`src/rtl/bflm_pkg.sv`:
```
// ----------------------------------------------------------------------------
// bflm_pkg
// Types and constants shared by the buffer free list manager modules.
// ----------------------------------------------------------------------------
package bflm_pkg;

  localparam int OP_W     = 2;
  localparam int IDX_W    = 6;
  localparam int IN_W     = 8;
  localparam int OUT_W    = 8;

  localparam logic [OP_W-1:0] OP_INS_HEAD = 2'd0;
  localparam logic [OP_W-1:0] OP_INS_TAIL = 2'd1;
  localparam logic [OP_W-1:0] OP_REMOVE   = 2'd2;
  localparam logic [OP_W-1:0] OP_PEEK     = 2'd3;

  // result word, status in the lowest bit
  typedef struct packed {
    logic             list_empty;
    logic [IDX_W-1:0] head_index;
    logic             status;
  } res_t;

  // write strobes toward the link and membership memories
  typedef struct packed {
    logic next_we;
    logic prev_we;
    logic flag_we;
    logic flag_wd;
  } wr_t;

endpackage

```
`src/rtl/buffer_free_list_manager.sv`:
```
// ----------------------------------------------------------------------------
// buffer_free_list_manager
// Doubly linked free list over a pool of buffer indices.
// ----------------------------------------------------------------------------
// For each request the membership bit and both links of the named buffer
// are read from their memories as it is taken; once the result register
// is free, the links are checked and the updated links written back, and
// only then is a new request taken. After reset the membership memory is
// cleared one entry a cycle, with s_tready low. Insert at head or tail,
// remove any listed buffer, or peek; each request yields one result with
// status, the current head and the empty flag.
module buffer_free_list_manager
  import bflm_pkg::*;
#(
  parameter int NUM_BUFFERS = 64
) (
  input  logic             clk,
  input  logic             rst,
  input  logic             s_tvalid,
  output logic             s_tready,
  input  logic [IN_W-1:0]  s_tdata,   // opcode[1:0], buffer_index[7:2]
  output logic             m_tvalid,
  input  logic             m_tready,
  output logic [OUT_W-1:0] m_tdata    // status[0], head_index[6:1], list_empty[7]
);

  localparam int ADDR_W = $clog2(NUM_BUFFERS);

  logic              rd_en;
  logic [ADDR_W-1:0] rd_addr;
  logic [IDX_W-1:0]  next_rd;
  logic [IDX_W-1:0]  prev_rd;
  logic              flag_rd;
  logic              out_free;
  logic              res_valid;
  res_t              res;
  wr_t               wr;
  logic [ADDR_W-1:0] next_wa;
  logic [ADDR_W-1:0] prev_wa;
  logic [ADDR_W-1:0] flag_wa;
  logic [IDX_W-1:0]  next_wd;
  logic [IDX_W-1:0]  prev_wd;

  assign rd_en    = s_tvalid && s_tready;
  assign rd_addr  = ADDR_W'(s_tdata[OP_W +: IDX_W]);
  assign out_free = !m_tvalid || m_tready;

  bflm_ctrl #(.NUM_BUFFERS(NUM_BUFFERS)) u_ctrl (
    .clk       (clk),
    .rst       (rst),
    .req_valid (s_tvalid),
    .req_op    (s_tdata[OP_W-1:0]),
    .req_idx   (s_tdata[OP_W +: IDX_W]),
    .req_ready (s_tready),
    .next_rd   (next_rd),
    .prev_rd   (prev_rd),
    .flag_rd   (flag_rd),
    .out_free  (out_free),
    .res_valid (res_valid),
    .res       (res),
    .wr        (wr),
    .next_wa   (next_wa),
    .prev_wa   (prev_wa),
    .flag_wa   (flag_wa),
    .next_wd   (next_wd),
    .prev_wd   (prev_wd)
  );

  bflm_ram #(.WIDTH(IDX_W), .DEPTH(NUM_BUFFERS)) u_next_ram (
    .clk (clk),
    .we  (wr.next_we),
    .wa  (next_wa),
    .wd  (next_wd),
    .re  (rd_en),
    .ra  (rd_addr),
    .rd  (next_rd)
  );

  bflm_ram #(.WIDTH(IDX_W), .DEPTH(NUM_BUFFERS)) u_prev_ram (
    .clk (clk),
    .we  (wr.prev_we),
    .wa  (prev_wa),
    .wd  (prev_wd),
    .re  (rd_en),
    .ra  (rd_addr),
    .rd  (prev_rd)
  );

  bflm_ram #(.WIDTH(1), .DEPTH(NUM_BUFFERS)) u_flag_ram (
    .clk (clk),
    .we  (wr.flag_we),
    .wa  (flag_wa),
    .wd  (wr.flag_wd),
    .re  (rd_en),
    .ra  (rd_addr),
    .rd  (flag_rd)
  );

  // result register
  always_ff @(posedge clk) begin
    if (rst) begin
      m_tvalid <= 1'b0;
    end else if (res_valid) begin
      m_tvalid <= 1'b1;
    end else if (m_tready) begin
      m_tvalid <= 1'b0;
    end
  end

  always_ff @(posedge clk) begin
    if (res_valid) begin
      m_tdata <= res;
    end
  end

endmodule

```
`src/rtl/bflm_ram.sv`:
```
// ----------------------------------------------------------------------------
// bflm_ram
// Generic single write port, single read port RAM with registered read data.
// ----------------------------------------------------------------------------
module bflm_ram #(
  parameter int WIDTH = 6,
  parameter int DEPTH = 64,
  localparam int ADDR_W = $clog2(DEPTH)
) (
  input  logic              clk,
  input  logic              we,
  input  logic [ADDR_W-1:0] wa,
  input  logic [WIDTH-1:0]  wd,
  input  logic              re,
  input  logic [ADDR_W-1:0] ra,
  output logic [WIDTH-1:0]  rd
);

  logic [WIDTH-1:0] mem [DEPTH];

  always_ff @(posedge clk) begin
    if (we) begin
      mem[wa] <= wd;
    end
    if (re) begin
      rd <= mem[ra];
    end
  end

endmodule

```
`src/rtl/bflm_ctrl.sv`:
```
// ----------------------------------------------------------------------------
// bflm_ctrl
// Sequencer for the free list: membership check, head and tail pointers,
// link updates and the clearing pass over the membership memory.
// ----------------------------------------------------------------------------
module bflm_ctrl
  import bflm_pkg::*;
#(
  parameter int NUM_BUFFERS = 64,
  localparam int ADDR_W = $clog2(NUM_BUFFERS)
) (
  input  logic              clk,
  input  logic              rst,
  input  logic              req_valid,
  input  logic [OP_W-1:0]   req_op,
  input  logic [IDX_W-1:0]  req_idx,
  output logic              req_ready,
  input  logic [IDX_W-1:0]  next_rd,
  input  logic [IDX_W-1:0]  prev_rd,
  input  logic              flag_rd,
  input  logic              out_free,
  output logic              res_valid,
  output res_t              res,
  output wr_t               wr,
  output logic [ADDR_W-1:0] next_wa,
  output logic [ADDR_W-1:0] prev_wa,
  output logic [ADDR_W-1:0] flag_wa,
  output logic [IDX_W-1:0]  next_wd,
  output logic [IDX_W-1:0]  prev_wd
);

  localparam logic ST_IDLE = 1'b0;
  localparam logic ST_EXEC = 1'b1;

  logic              state;
  logic              clearing;
  logic [ADDR_W-1:0] clr_cnt;
  logic [OP_W-1:0]   op_q;
  logic [IDX_W-1:0]  b_q;
  logic [IDX_W-1:0]  head;
  logic [IDX_W-1:0]  tail;
  logic              empty;

  logic [IDX_W-1:0]  head_next;
  logic [IDX_W-1:0]  tail_next;
  logic              empty_next;
  logic              ok;
  logic              in_range;
  logic              fire;
  logic              accept;
  logic              nwe;
  logic              pwe;
  logic              fwe;
  logic              fwd;
  logic [IDX_W-1:0]  nwa;
  logic [IDX_W-1:0]  pwa;

  assign req_ready = !clearing && (state == ST_IDLE);
  assign accept    = req_valid && req_ready;
  assign fire      = (state == ST_EXEC) && out_free;
  assign in_range  = ({{(32-IDX_W){1'b0}}, b_q} < 32'(NUM_BUFFERS));

  always_comb begin
    head_next  = head;
    tail_next  = tail;
    empty_next = empty;
    ok         = 1'b1;
    nwe        = 1'b0;
    pwe        = 1'b0;
    fwe        = 1'b0;
    fwd        = 1'b0;
    nwa        = b_q;
    pwa        = b_q;
    next_wd    = head;
    prev_wd    = b_q;
    case (op_q)
      OP_INS_HEAD, OP_INS_TAIL: begin
        if (!in_range || flag_rd) begin
          ok = 1'b0;
        end else begin
          fwe = 1'b1;
          fwd = 1'b1;
          if (empty) begin
            head_next  = b_q;
            tail_next  = b_q;
            empty_next = 1'b0;
          end else if (op_q == OP_INS_HEAD) begin
            nwe       = 1'b1;
            nwa       = b_q;
            next_wd   = head;
            pwe       = 1'b1;
            pwa       = head;
            prev_wd   = b_q;
            head_next = b_q;
          end else begin
            pwe       = 1'b1;
            pwa       = b_q;
            prev_wd   = tail;
            nwe       = 1'b1;
            nwa       = tail;
            next_wd   = b_q;
            tail_next = b_q;
          end
        end
      end
      OP_REMOVE: begin
        if (!in_range || !flag_rd || empty) begin
          ok = 1'b0;
        end else if (head == tail) begin
          if (b_q != head) begin
            ok = 1'b0;
          end else begin
            fwe        = 1'b1;
            head_next  = '0;
            tail_next  = '0;
            empty_next = 1'b1;
          end
        end else begin
          fwe = 1'b1;
          if (b_q == head) begin
            head_next = next_rd;
          end else if (b_q == tail) begin
            tail_next = prev_rd;
          end else begin
            // unlink from the middle
            nwe     = 1'b1;
            nwa     = prev_rd;
            next_wd = next_rd;
            pwe     = 1'b1;
            pwa     = next_rd;
            prev_wd = prev_rd;
          end
        end
      end
      OP_PEEK: begin
        ok = 1'b1;
      end
      default: begin
        ok = 1'b1;
      end
    endcase
  end

  assign wr.next_we = fire && nwe;
  assign wr.prev_we = fire && pwe;
  assign wr.flag_we = clearing || (fire && fwe);
  assign wr.flag_wd = !clearing && fwd;
  assign next_wa    = ADDR_W'(nwa);
  assign prev_wa    = ADDR_W'(pwa);
  assign flag_wa    = clearing ? clr_cnt : ADDR_W'(b_q);

  assign res_valid      = fire;
  assign res.status     = !ok;
  assign res.head_index = empty_next ? '0 : head_next;
  assign res.list_empty = empty_next;

  always_ff @(posedge clk) begin
    if (rst) begin
      state    <= ST_IDLE;
      clearing <= 1'b1;
      clr_cnt  <= '0;
      head     <= '0;
      tail     <= '0;
      empty    <= 1'b1;
    end else begin
      if (clearing) begin
        clr_cnt <= clr_cnt + 1'b1;
        if (clr_cnt == ADDR_W'(NUM_BUFFERS - 1)) begin
          clearing <= 1'b0;
        end
      end
      case (state)
        ST_IDLE: begin
          if (accept) begin
            state <= ST_EXEC;
          end
        end
        ST_EXEC: begin
          if (fire) begin
            head  <= head_next;
            tail  <= tail_next;
            empty <= empty_next;
            state <= ST_IDLE;
          end
        end
        default: begin
          state <= ST_IDLE;
        end
      endcase
    end
  end

  always_ff @(posedge clk) begin
    if (accept) begin
      op_q <= req_op;
      b_q  <= req_idx;
    end
  end

endmodule

```
`config.mk`:
```
export PLATFORM = sky130hd
export DESIGN_NAME = buffer_free_list_manager
export DESIGN_NICKNAME = d
export VERILOG_FILES = /design/src/rtl/bflm_pkg.sv /design/src/rtl/buffer_free_list_manager.sv /design/src/rtl/bflm_ram.sv /design/src/rtl/bflm_ctrl.sv
export SDC_FILE = /design/constraint.sdc
export NUM_CORES = 1
export LEC_CHECK = 0
export BUFFER_PORTS_ARGS = -buffer_cell sky130_fd_sc_hd__buf_4
export CAP_MARGIN = 20
export CELL_PAD_IN_SITES_DETAIL_PLACEMENT = 0
export CELL_PAD_IN_SITES_GLOBAL_PLACEMENT = 1
export CORE_ASPECT_RATIO = 1.4
export CORE_MARGIN = 10
export CORE_UTILIZATION = 45
export DETAILED_ROUTE_END_ITERATION = 8
export PLACE_DENSITY_LB_ADDON = 0.25
export SLEW_MARGIN = 5
export SYNTH_ARGS = -nofsm -noshare
export SYNTH_HDL_FRONTEND = slang
export SYNTH_SLANG_ARGS = --single-unit
```
`constraint.sdc`:
```
create_clock -name clk -period 5 [get_ports clk]
set_input_delay 0.25 -clock clk [delete_from_list [all_inputs] [get_ports clk]]
set_output_delay 0.25 -clock clk [all_outputs]
set_load 0.02 [all_outputs]
```
==> impl_metrics.ini, run 1 <==
[floorplan]
die_height_um = 355
die_w_um = 259
ios = 22
coreArea_sq_um = 79200
initial_core_util = 0.454
dieArea_sq_um = 91900
std_cell_rows = 122

[critical_path]
cp_common_cell = buf_4
rr_startpoint = u_ctrl.b_q[1]
worstPathRequired_ns = 5.27
arrival_ns = 4.34
cp-start-kind = flip-flop
criticalPathCategory = flip-flop to flip-flop
startpoint = u_ctrl.b_q[1]
cp_cell_sequence = xor2_1 > nor4_4 > a21o_2 > nor2_2 > a311oi_4 > inv_2 > buf_4 > nand4_1 > buf_4 > nor2_1
cp_slowest_stage_delay_ns = 0.65
rrSetupSlack_ns = 0.93
r2r_cells = 10
r2r-end = u_next_ram.mem[51][2]
cpMaxStageDelayCell = edfxtp_1
cp_max_fo = 67
critPathCaptureType = flip-flop

[layout]
fin_util = 0.512
area_growth_pct = 12.7
antenna_cells = 0
layout_commonest_cell = edfxtp_1
drive_gt1_frac = 0.274
fill_cells = 6238
layout_common_cells = edfxtp_1 (861), mux4_2 (273), nor2_1 (117), buf_4 (105), nor3_1 (100)
num-nets-final = 1882

[pwr]
ir_drop_v = 0.000241
leakage_uw = 0.0119
power_density_nw_per_um2 = 362

[clock_network]
postCtsSetupRepairBufs = 0
worstSkewPairLatency_ns = 0.65
cts_buffers = 82
cts.sinks = 883
h-tree-depth = 3
root_buffer = clkbuf_16
cts_tree = yes
ctsHoldBuffers = 5
clk_path_buf_depth = 3
cts_resized = 0
cts.clk_slew.worst_paths_ns = 0.06

[synthesis]
synthCells = 1789
ys.flop_type = edfxtp_1
async_flop_share = 0
synth_edf_count = 861
yosysWarnings = 0
syn-num-nets = 1802
netlist_area_sq_um = 36000
synth_cell_type_count = 68
ys_ff_latch = 883
yosysSeqAreaShare = 0.730
avgSynthCellArea_sq_um = 20.1

[detailed_routing]
vias = 17700
routedWlPerCell_um = 28.0
vias_per_cell = 5.93
drtIter0Drc = 1426
first_pass_iters = 5
antenna_left = 0
drt_wl_total_um = 83400
drc = 0

[grt]
track_usage = 0.184
overflow = 0
grt_max_degree = 96
grt_pass1_vias = 18700
antenna_found_initial = 1
grt_first_pass_wirelength_um = 126000

[timing]
rsz0062_at_grt = no
max_clock_freq_mhz = 246
slew_viol_final = 0
hold_violations = 0
fin_crit_sh = 0.814
worst-slew-pin-transition_ns = 1.12
period_needed_ns = 4.07
finalClockSkew_ns = 0.0283
final-setup-viol-count = 0
max-slew-margin-rel = 0.251
fin_setup_tns_ns = 0

[min_path]
holdPathStages = 1
hold_class = input port to flip-flop
holdPathEnd = u_ctrl.b_q[5]
min_from = s_tdata[7]

[run_status]
outcome = complete, no violations

[placement]
place_hpwl_um = 52700
gp_congestion = 0.921
portBuffers = 21

[run]
max_cap_violations = 0
## layout make-up
type | count | area, sq um | share of cell area
Tap cell | 1054 | 1320 | 0.0325
Sequential cell | 883 | 26300 | 0.648
Clock inverter | 39 | 442 | 0.0109
Clock buffer | 104 | 2200 | 0.0542
Multi-Input combinational cell | 758 | 9200 | 0.227
Timing Repair Buffer | 119 | 1010 | 0.0248
Inverter | 25 | 93.8 | 0.00231
## power breakdown
part           internal [uW]  leakage [uW]  total (uW)  switching (uW)
combinational            228       0.00299         467             239
sequential              8000       0.00760        8010            4.18
clock                   3570       0.00129        6210            2640
total                  11800        0.0119       14700            2880
## state kept, by name (all words and copies together), names as in the netlist
signal           count
u_next_ram.mem     384
u_prev_ram.mem     384
u_flag_ram.mem      64
m_tdata              8
u_ctrl.b_q           6
u_ctrl.clr_cnt       6
u_ctrl.head          6
u_ctrl.tail          6
u_next_ram.rd        6
u_prev_ram.rd        6
u_ctrl.op_q          2
m_tvalid             1
u_ctrl.clearing      1
u_ctrl.empty         1
u_ctrl.state         1
u_flag_ram.rd        1
## routing by layer
| layer | share of wire | wire (um) | vias to the layer above | GRT usage |
|---|---|---|---|---|
| met2 | 0.53 | 43900 | 485 | 0.321 |
| met3 | 0.049 | 4080 | 143 | 0.0313 |
| met1 | 0.40 | 32900 | 9409 | 0.229 |
| met4 | 0.029 | 2420 | 2 | 0.0600 |
| li1 | - | - | 7642 | - |
| met5 | 0.00016 | 13 | - | 0 |
## synthesized netlist by cell type, types with 5 or more instances
| cell type | instances | area share |
|---|---|---|
| nand4_1 | 8 | 0.0014 |
| a211oi_1 | 18 | 0.0038 |
| mux4_2 | 273 | 0.17 |
| clkbuf_1 | 76 | 0.0079 |
| nor2_1 | 118 | 0.012 |
| nor3b_1 | 16 | 0.0033 |
| nand3_1 | 13 | 0.0018 |
| buf_4 | 5 | 0.0010 |
| dfxtp_1 | 22 | 0.012 |
| a221oi_1 | 6 | 0.0015 |
| o22ai_1 | 7 | 0.0012 |
| a22oi_1 | 19 | 0.0040 |
| inv_1 | 23 | 0.0024 |
| buf_2 | 20 | 0.0028 |
| mux2i_1 | 10 | 0.0028 |
| o21ai_0 | 14 | 0.0019 |
| xnor2_1 | 13 | 0.0032 |
| nand2_1 | 27 | 0.0028 |
| xor2_1 | 8 | 0.0019 |
| buf_1 | 20 | 0.0021 |
| edfxtp_1 | 861 | 0.72 |
| a21oi_1 | 9 | 0.0013 |
| nor3_1 | 100 | 0.014 |
| a22o_1 | 19 | 0.0046 |
## worst max path at each step
stage	to	cells after the start
after floorplan	u_next_ram.mem[0][4]	8
after global placement	u_next_ram.mem[51][3]	10
after CTS	u_next_ram.mem[51][2]	10
final	u_next_ram.mem[51][2]	10
after detailed placement	u_next_ram.mem[51][2]	10
after global routing	u_next_ram.mem[41][4]	10
## kinds of logic (layout without fill, tap and decap cells)
group	count (synthesis)	count (layout)	share of synthesized area
AND/OR/NAND/NOR	314	314	0.0426
flip-flops	883	883	0.730
AO/OA/AOI/OAI	138	138	0.0306
adder cells (fa/ha/maj)	1	1	0.000348
multiplexers	284	284	0.174
XOR/XNOR	21	21	0.00511
buffers and inverters	148	287	0.0171
## through the flow
step                      std cells  hold slack [ns]  total power [uW]  area [sq um]  setup slack (ns)
after floorplan                1789            0.336              8490         36000             0.194
after global placement         2831            0.450              8640         37800              1.01
after detailed placement       2831            0.435              8640         37800             0.906
after CTS                      2979           0.0163             14800         40500             0.906
after global routing           2982           0.0305             15200         40600             0.666
final                          2982           0.0591             14700         40600             0.931
## worst max-delay path: cells and delay by family, from the launching register on
family                    cells  cell delay (ns)
AOI/OAI and AO/OA             2             0.48
and+or+nand+nor               4             1.36
DFF                           1             0.65
xor gates and xnor gates      1             0.28
buffers and inverters         3             0.92
No activity file was read; power rests on OpenSTA's default activity.
==> run 2: changes to the inputs <==
==> constraint.sdc (replaced) <==
create_clock -name clk -period 3.25 [get_ports clk]
set_input_delay 0.1625 -clock clk [delete_from_list [all_inputs] [get_ports clk]]
set_output_delay 0.1625 -clock clk [all_outputs]
set_load 0.02 [all_outputs]
==> run 2 against run 1 <==
Compared with the run above:
- hold slack improved by 0.12 ns
- clock power increased by 64%
- non-clock buffer count increased by 145
- cell area increased by 4.3%
- clock skew decreased by 0.0039 ns
- register-to-register slack got worse by 0.85 ns
- critical path type unchanged
- largest power group unchanged
==> impl_metrics.ini, run 2 (same netlist as run 1, synthesis figures left out) <==
[detailed_routing]
vias = 18300
first_pass_iters = 5
antenna_left = 0
drt_wl_total_um = 84200
drtIter0Drc = 1542
drc = 0
routedWlPerCell_um = 26.8
vias_per_cell = 5.82

[clock_network]
cts_tree = yes
worstSkewPairLatency_ns = 0.65
clk_path_buf_depth = 3
h-tree-depth = 3
cts.sinks = 883
cts.clk_slew.worst_paths_ns = 0.07
root_buffer = clkbuf_16
cts_buffers = 86

[pwr]
power_density_nw_per_um2 = 549
p_total_uw = 23200
ir_drop_v = 0.000390
leakage_uw = 0.0128

[layout]
top_regs = u_next_ram.mem (384), u_prev_ram.mem (384), u_flag_ram.mem (64)
area_growth_pct = 17.5
multi_input_area_sq_um = 9340
layout_common_cells = edfxtp_1 (861), mux4_2 (273), buf_4 (226), nor2_1 (103), nor3_1 (98)
antenna_cells = 0
ff_latch_area_sq_um = 26300
num-nets-final = 2031
fin_cells = 3139
layout_commonest_cell = edfxtp_1
drive_gt1_frac = 0.343
fill_cells = 6071

[critical_path]
cp-start-kind = flip-flop
critPathCaptureType = flip-flop
criticalPathCategory = flip-flop to flip-flop
cp_slowest_stage_delay_ns = 0.58
cp_num_buf_inv = 2
cpLargestDelayFamily = simple AND/OR/NAND/NOR gates
path_depth = 9
cp_max_fo = 6
cp_cell_sequence = xor2_2 > nor4_4 > a21o_2 > nor2_2 > a311oi_4 > inv_4 > or4_1 > buf_4 > nor2_2
r2r_cells = 9
arrival_ns = 3.48
worstPathRequired_ns = 3.56
cpMaxStageDelayCell = or4_1
cp_common_cell = nor2_2

[timing]
worst-slew-pin-transition_ns = 0.783
fin_crit_sh = 0.974
period_needed_ns = 3.17
rsz0062_at_grt = yes
max-slew-margin-rel = 0.478
fin_setup_tns_ns = 0
hold_violations = 0
slew_viol_final = 0
final-setup-viol-count = 0
setup_slack_ns = 0.0840
finalClockSkew_ns = 0.0244
max_clock_freq_mhz = 316

[grt]
overflow = 0
grt_max_degree = 65
grt_first_pass_wirelength_um = 127000
antenna_found_initial = 0
track_usage = 0.185
grt_pass1_vias = 19300

[placement]
dp_slack_ns = 0.0620
place_hpwl_um = 54100
portBuffers = 21
gp_congestion = 0.953
dp.cells = 2970

[run]
max_cap_violations = 0

[min_path]
holdPathStages = 2
hold_class = input port to flip-flop

[floorplan]
ios = 22
initial_core_util = 0.454
dieArea_sq_um = 91900
die_height_um = 355
coreArea_sq_um = 79200
std_cell_rows = 122
die_w_um = 259

[run_status]
outcome = complete, no violations
-- run 2: cell count changes in the layout (fill, tap and decap cells not counted), moves of 4 or more --
cell and delta:
nor2_4 +8, buf_4 +121, nor2_2 +6, clkinvlp_4 +4, buf_12 +19, clkinv_4 +6
nor2_1 -14, clkinv_2 +5, clkbuf_1 -7
-- run 2: per-layer routing --
| layer | up-vias | wire, um | global-route usage |
|---|---|---|---|
| li1 | 7951 | - | - |
| met1 | 9637 | 33500 | 0.235 |
| met2 | 554 | 44000 | 0.318 |
| met3 | 132 | 4120 | 0.0266 |
| met4 | 0 | 2580 | 0.0672 |
| met5 | - | 0 | 0 |
-- run 2: report_power, final --
group / switching, uW / leakage [uW] / internal [uW]
combinational: 369 / 0.00384 / 374
sequential: 6.56 / 0.00760 / 12300
clock: 4270 / 0.00140 / 5910
-- run 2: through the flow --
stage	hold WS [ns]	util	cell area [sq um]
final	0.176	0.534	42300
after global routing	0.160	0.534	42300
after CTS	0.110	0.532	42100
after detailed placement	0.342	0.494	39200
after global placement	0.343	0.494	39200
after floorplan	0.248	-	36100
-- run 2: final cells by class --
type                            count  share of cell area
Tap cell                         1054              0.0312
Sequential cell                   883               0.622
Multi-Input combinational cell    758               0.221
Clock buffer                       98              0.0524
Clock inverter                     57              0.0158
Inverter                           25             0.00228
Timing Repair Buffer              264              0.0559
-- run 2: worst paths after layout --
check / from / to / slack, ns
hold reg to reg: u_ctrl.tail[1] / u_ctrl.tail[1] / 0.55
setup reg to reg: u_ctrl.b_q[0] / u_next_ram.mem[28][1] / 0.08
hold / removal: s_tdata[2] / u_ctrl.b_q[0] / 0.18
setup / recovery: u_ctrl.b_q[0] / u_next_ram.mem[28][1] / 0.08
-- run 2: what timing repair did --
item,in CTS,in global routing
hold buffers,8,0
resized for setup,0,18
endpoints found under the hold margin,27,0
endpoints found under the setup margin,0,178
setup buffers,0,4
==> run 3: changes to the inputs <==
--- a/config.mk
+++ b/config.mk
@@ -7,10 +7,8 @@
 export LEC_CHECK = 0
 export BUFFER_PORTS_ARGS = -buffer_cell sky130_fd_sc_hd__buf_4
 export CAP_MARGIN = 20
-export CELL_PAD_IN_SITES_DETAIL_PLACEMENT = 0
-export CELL_PAD_IN_SITES_GLOBAL_PLACEMENT = 1
 export CORE_ASPECT_RATIO = 1.4
-export CORE_MARGIN = 10
+export CORE_MARGIN = 2
 export CORE_UTILIZATION = 45
 export DETAILED_ROUTE_END_ITERATION = 8
 export PLACE_DENSITY_LB_ADDON = 0.25
==> run 3 against run 2 <==
Compared with the run above:
- cell count unchanged
- combinational power about the same
- cell area decreased by 0.76%
- maximum frequency increased by 1.1%
- critical path type unchanged
==> impl_metrics.ini, run 3 (same netlist as run 1, synthesis figures left out) <==
[min_path]
holdPathEnd = u_prev_ram.rd[0]
holdPathStages = 2
min_from = s_tvalid
hold_class = input port to flip-flop

[critical_path]
cp_slowest_stage_delay_ns = 0.53
cp_max_fo = 9
cp_num_buf_inv = 3
cp_common_cell = buf_4
r2r_cells = 10
cpLargestDelayFamily = simple AND/OR/NAND/NOR gates
criticalPathCategory = flip-flop to flip-flop
critPathCaptureType = flip-flop
rrSetupSlack_ns = 0.12
worstPathRequired_ns = 3.61
r2r-end = u_next_ram.mem[53][1]
cp_cell_sequence = buf_4 > xnor2_1 > nand4_1 > o22a_2 > a211oi_2 > a311oi_4 > or4_1 > buf_4 > nor2_1 > buf_4
cp-start-kind = flip-flop
cpMaxStageDelayCell = or4_1
arrival_ns = 3.49
rr_startpoint = u_ctrl.b_q[5]

[pwr]
ir_drop_v = 0.000433
swShare = 0.202
leakage_uw = 0.0127
p_switching_uw = 4520
power_density_nw_per_um2 = 533
intPower_uw = 17800
p_total_uw = 22400
seq_power_share = 0.551
pwr-share-comb = 0.033
p_clk_frac = 0.416

[timing]
setup_slack_ns = 0.120
slew_viol_final = 0
rsz0062_at_grt = yes
finalClockSkew_ns = 0.0237
worst-slew-pin-transition_ns = 0.992
max-slew-margin-rel = 0.336
hold_violations = 0
fin_setup_tns_ns = 0
final-setup-viol-count = 0
max_clock_freq_mhz = 319
period_needed_ns = 3.13
fin_crit_sh = 0.963

[clock_network]
cts_tree = yes
clk_path_buf_depth = 3
cts.sinks = 883
cts.clk_slew.worst_paths_ns = 0.06
h-tree-depth = 3
cts_buffers = 83
root_buffer = clkbuf_16
worstSkewPairLatency_ns = 0.64

[detailed_routing]
antenna_left = 0
drc = 0
first_pass_iters = 5
routedWlPerCell_um = 26.7
drtIter0Drc = 1630
drt_wl_total_um = 83800
vias = 18200
vias_per_cell = 5.80

[layout]
num-nets-final = 2036
antenna_cells = 0
top_regs = u_next_ram.mem (384), u_prev_ram.mem (384), u_flag_ram.mem (64)
area_growth_pct = 16.6
fill_cells = 6088
layout_commonest_cell = edfxtp_1
drive_gt1_frac = 0.335
layout_common_cells = edfxtp_1 (861), mux4_2 (273), buf_4 (240), nor2_1 (103), nor3_1 (99)

[run]
max_cap_violations = 0

[grt]
grt_first_pass_wirelength_um = 126000
antenna_found_initial = 0
track_usage = 0.206
overflow = 0
grt_pass1_vias = 19200
grt_max_degree = 65

[floorplan]
initial_core_util = 0.454
dieArea_sq_um = 82300
ios = 22
die_height_um = 339
std_cell_rows = 122
die_w_um = 243
coreArea_sq_um = 79200

[run_status]
outcome = complete, no violations

[placement]
dp_slack_ns = 0.0341
gp_congestion = 0.878
portBuffers = 21
place_hpwl_um = 54000
## run 3: timing repair
| item | in CTS | in global routing |
|---|---|---|
| setup endpoints to repair | 0 | 356 |
| gates resized for setup | 0 | 18 |
| hold buffers | 7 | 0 |
| setup buffers | 0 | 3 |
| hold endpoints to repair | 26 | 0 |
## run 3: power by group through the flow
stage               Clock (uW)  Combinational, uW  Sequential [uW]
CTS                       9520                759            12300
finish                    9300                745            12300
global route              9940                788            12300
detailed placement           0                751            12600
global placement             0                746            12600
floorplan                    0                502            12600
## run 3: worst max path at each step
stage | startpoint | endpoint | slack (ns) | depth (start not counted)
final | u_ctrl.b_q[5] | u_next_ram.mem[53][1] | 0.12 | 10
after global routing | u_ctrl.op_q[0] | u_prev_ram.mem[31][4] | -0.10 | 7
after CTS | u_ctrl.head[5] | u_next_ram.mem[36][0] | 0.01 | 9
after detailed placement | u_ctrl.head[5] | u_next_ram.mem[4][4] | 0.03 | 9
after global placement | u_ctrl.b_q[5] | u_prev_ram.mem[40][3] | 0.11 | 11
after floorplan | u_ctrl.b_q[1] | u_next_ram.mem[38][0] | -0.06 | 10
## run 3: final cells by class
type,instances,area [sq um],area share
sequential,883,26300,0.626
multi-input combinational,758,9340,0.223
timing repair buffer,272,2370,0.0564
clock buffer,111,2270,0.0540
tap,1054,1320,0.0314
clock inverter,36,289,0.00689
inverter,25,96.3,0.00230
## run 3: through the flow
| step | instance area [sq um] | instances | hold WS [ns] | utilization |
|---|---|---|---|---|
| after floorplan | 36100 | 1789 | 0.248 | - |
| after global placement | 39200 | 2980 | 0.343 | 0.495 |
| after detailed placement | 39200 | 2981 | 0.342 | 0.495 |
| after CTS | 41800 | 3135 | 0.164 | 0.528 |
| after global routing | 42000 | 3139 | 0.203 | 0.530 |
| final | 42000 | 3139 | 0.211 | 0.530 |
## run 3: metal layers
metal / share of wire / vias to the layer above / routed length [um] / track usage
met5: 0 / - / 0 / 0
met3: 0.055 / 142 / 4610 / 0.0323
met2: 0.52 / 578 / 43400 / 0.357
met4: 0.035 / 0 / 2960 / 0.0781
met1: 0.39 / 9552 / 32800 / 0.263
li1: - / 7938 / - / -
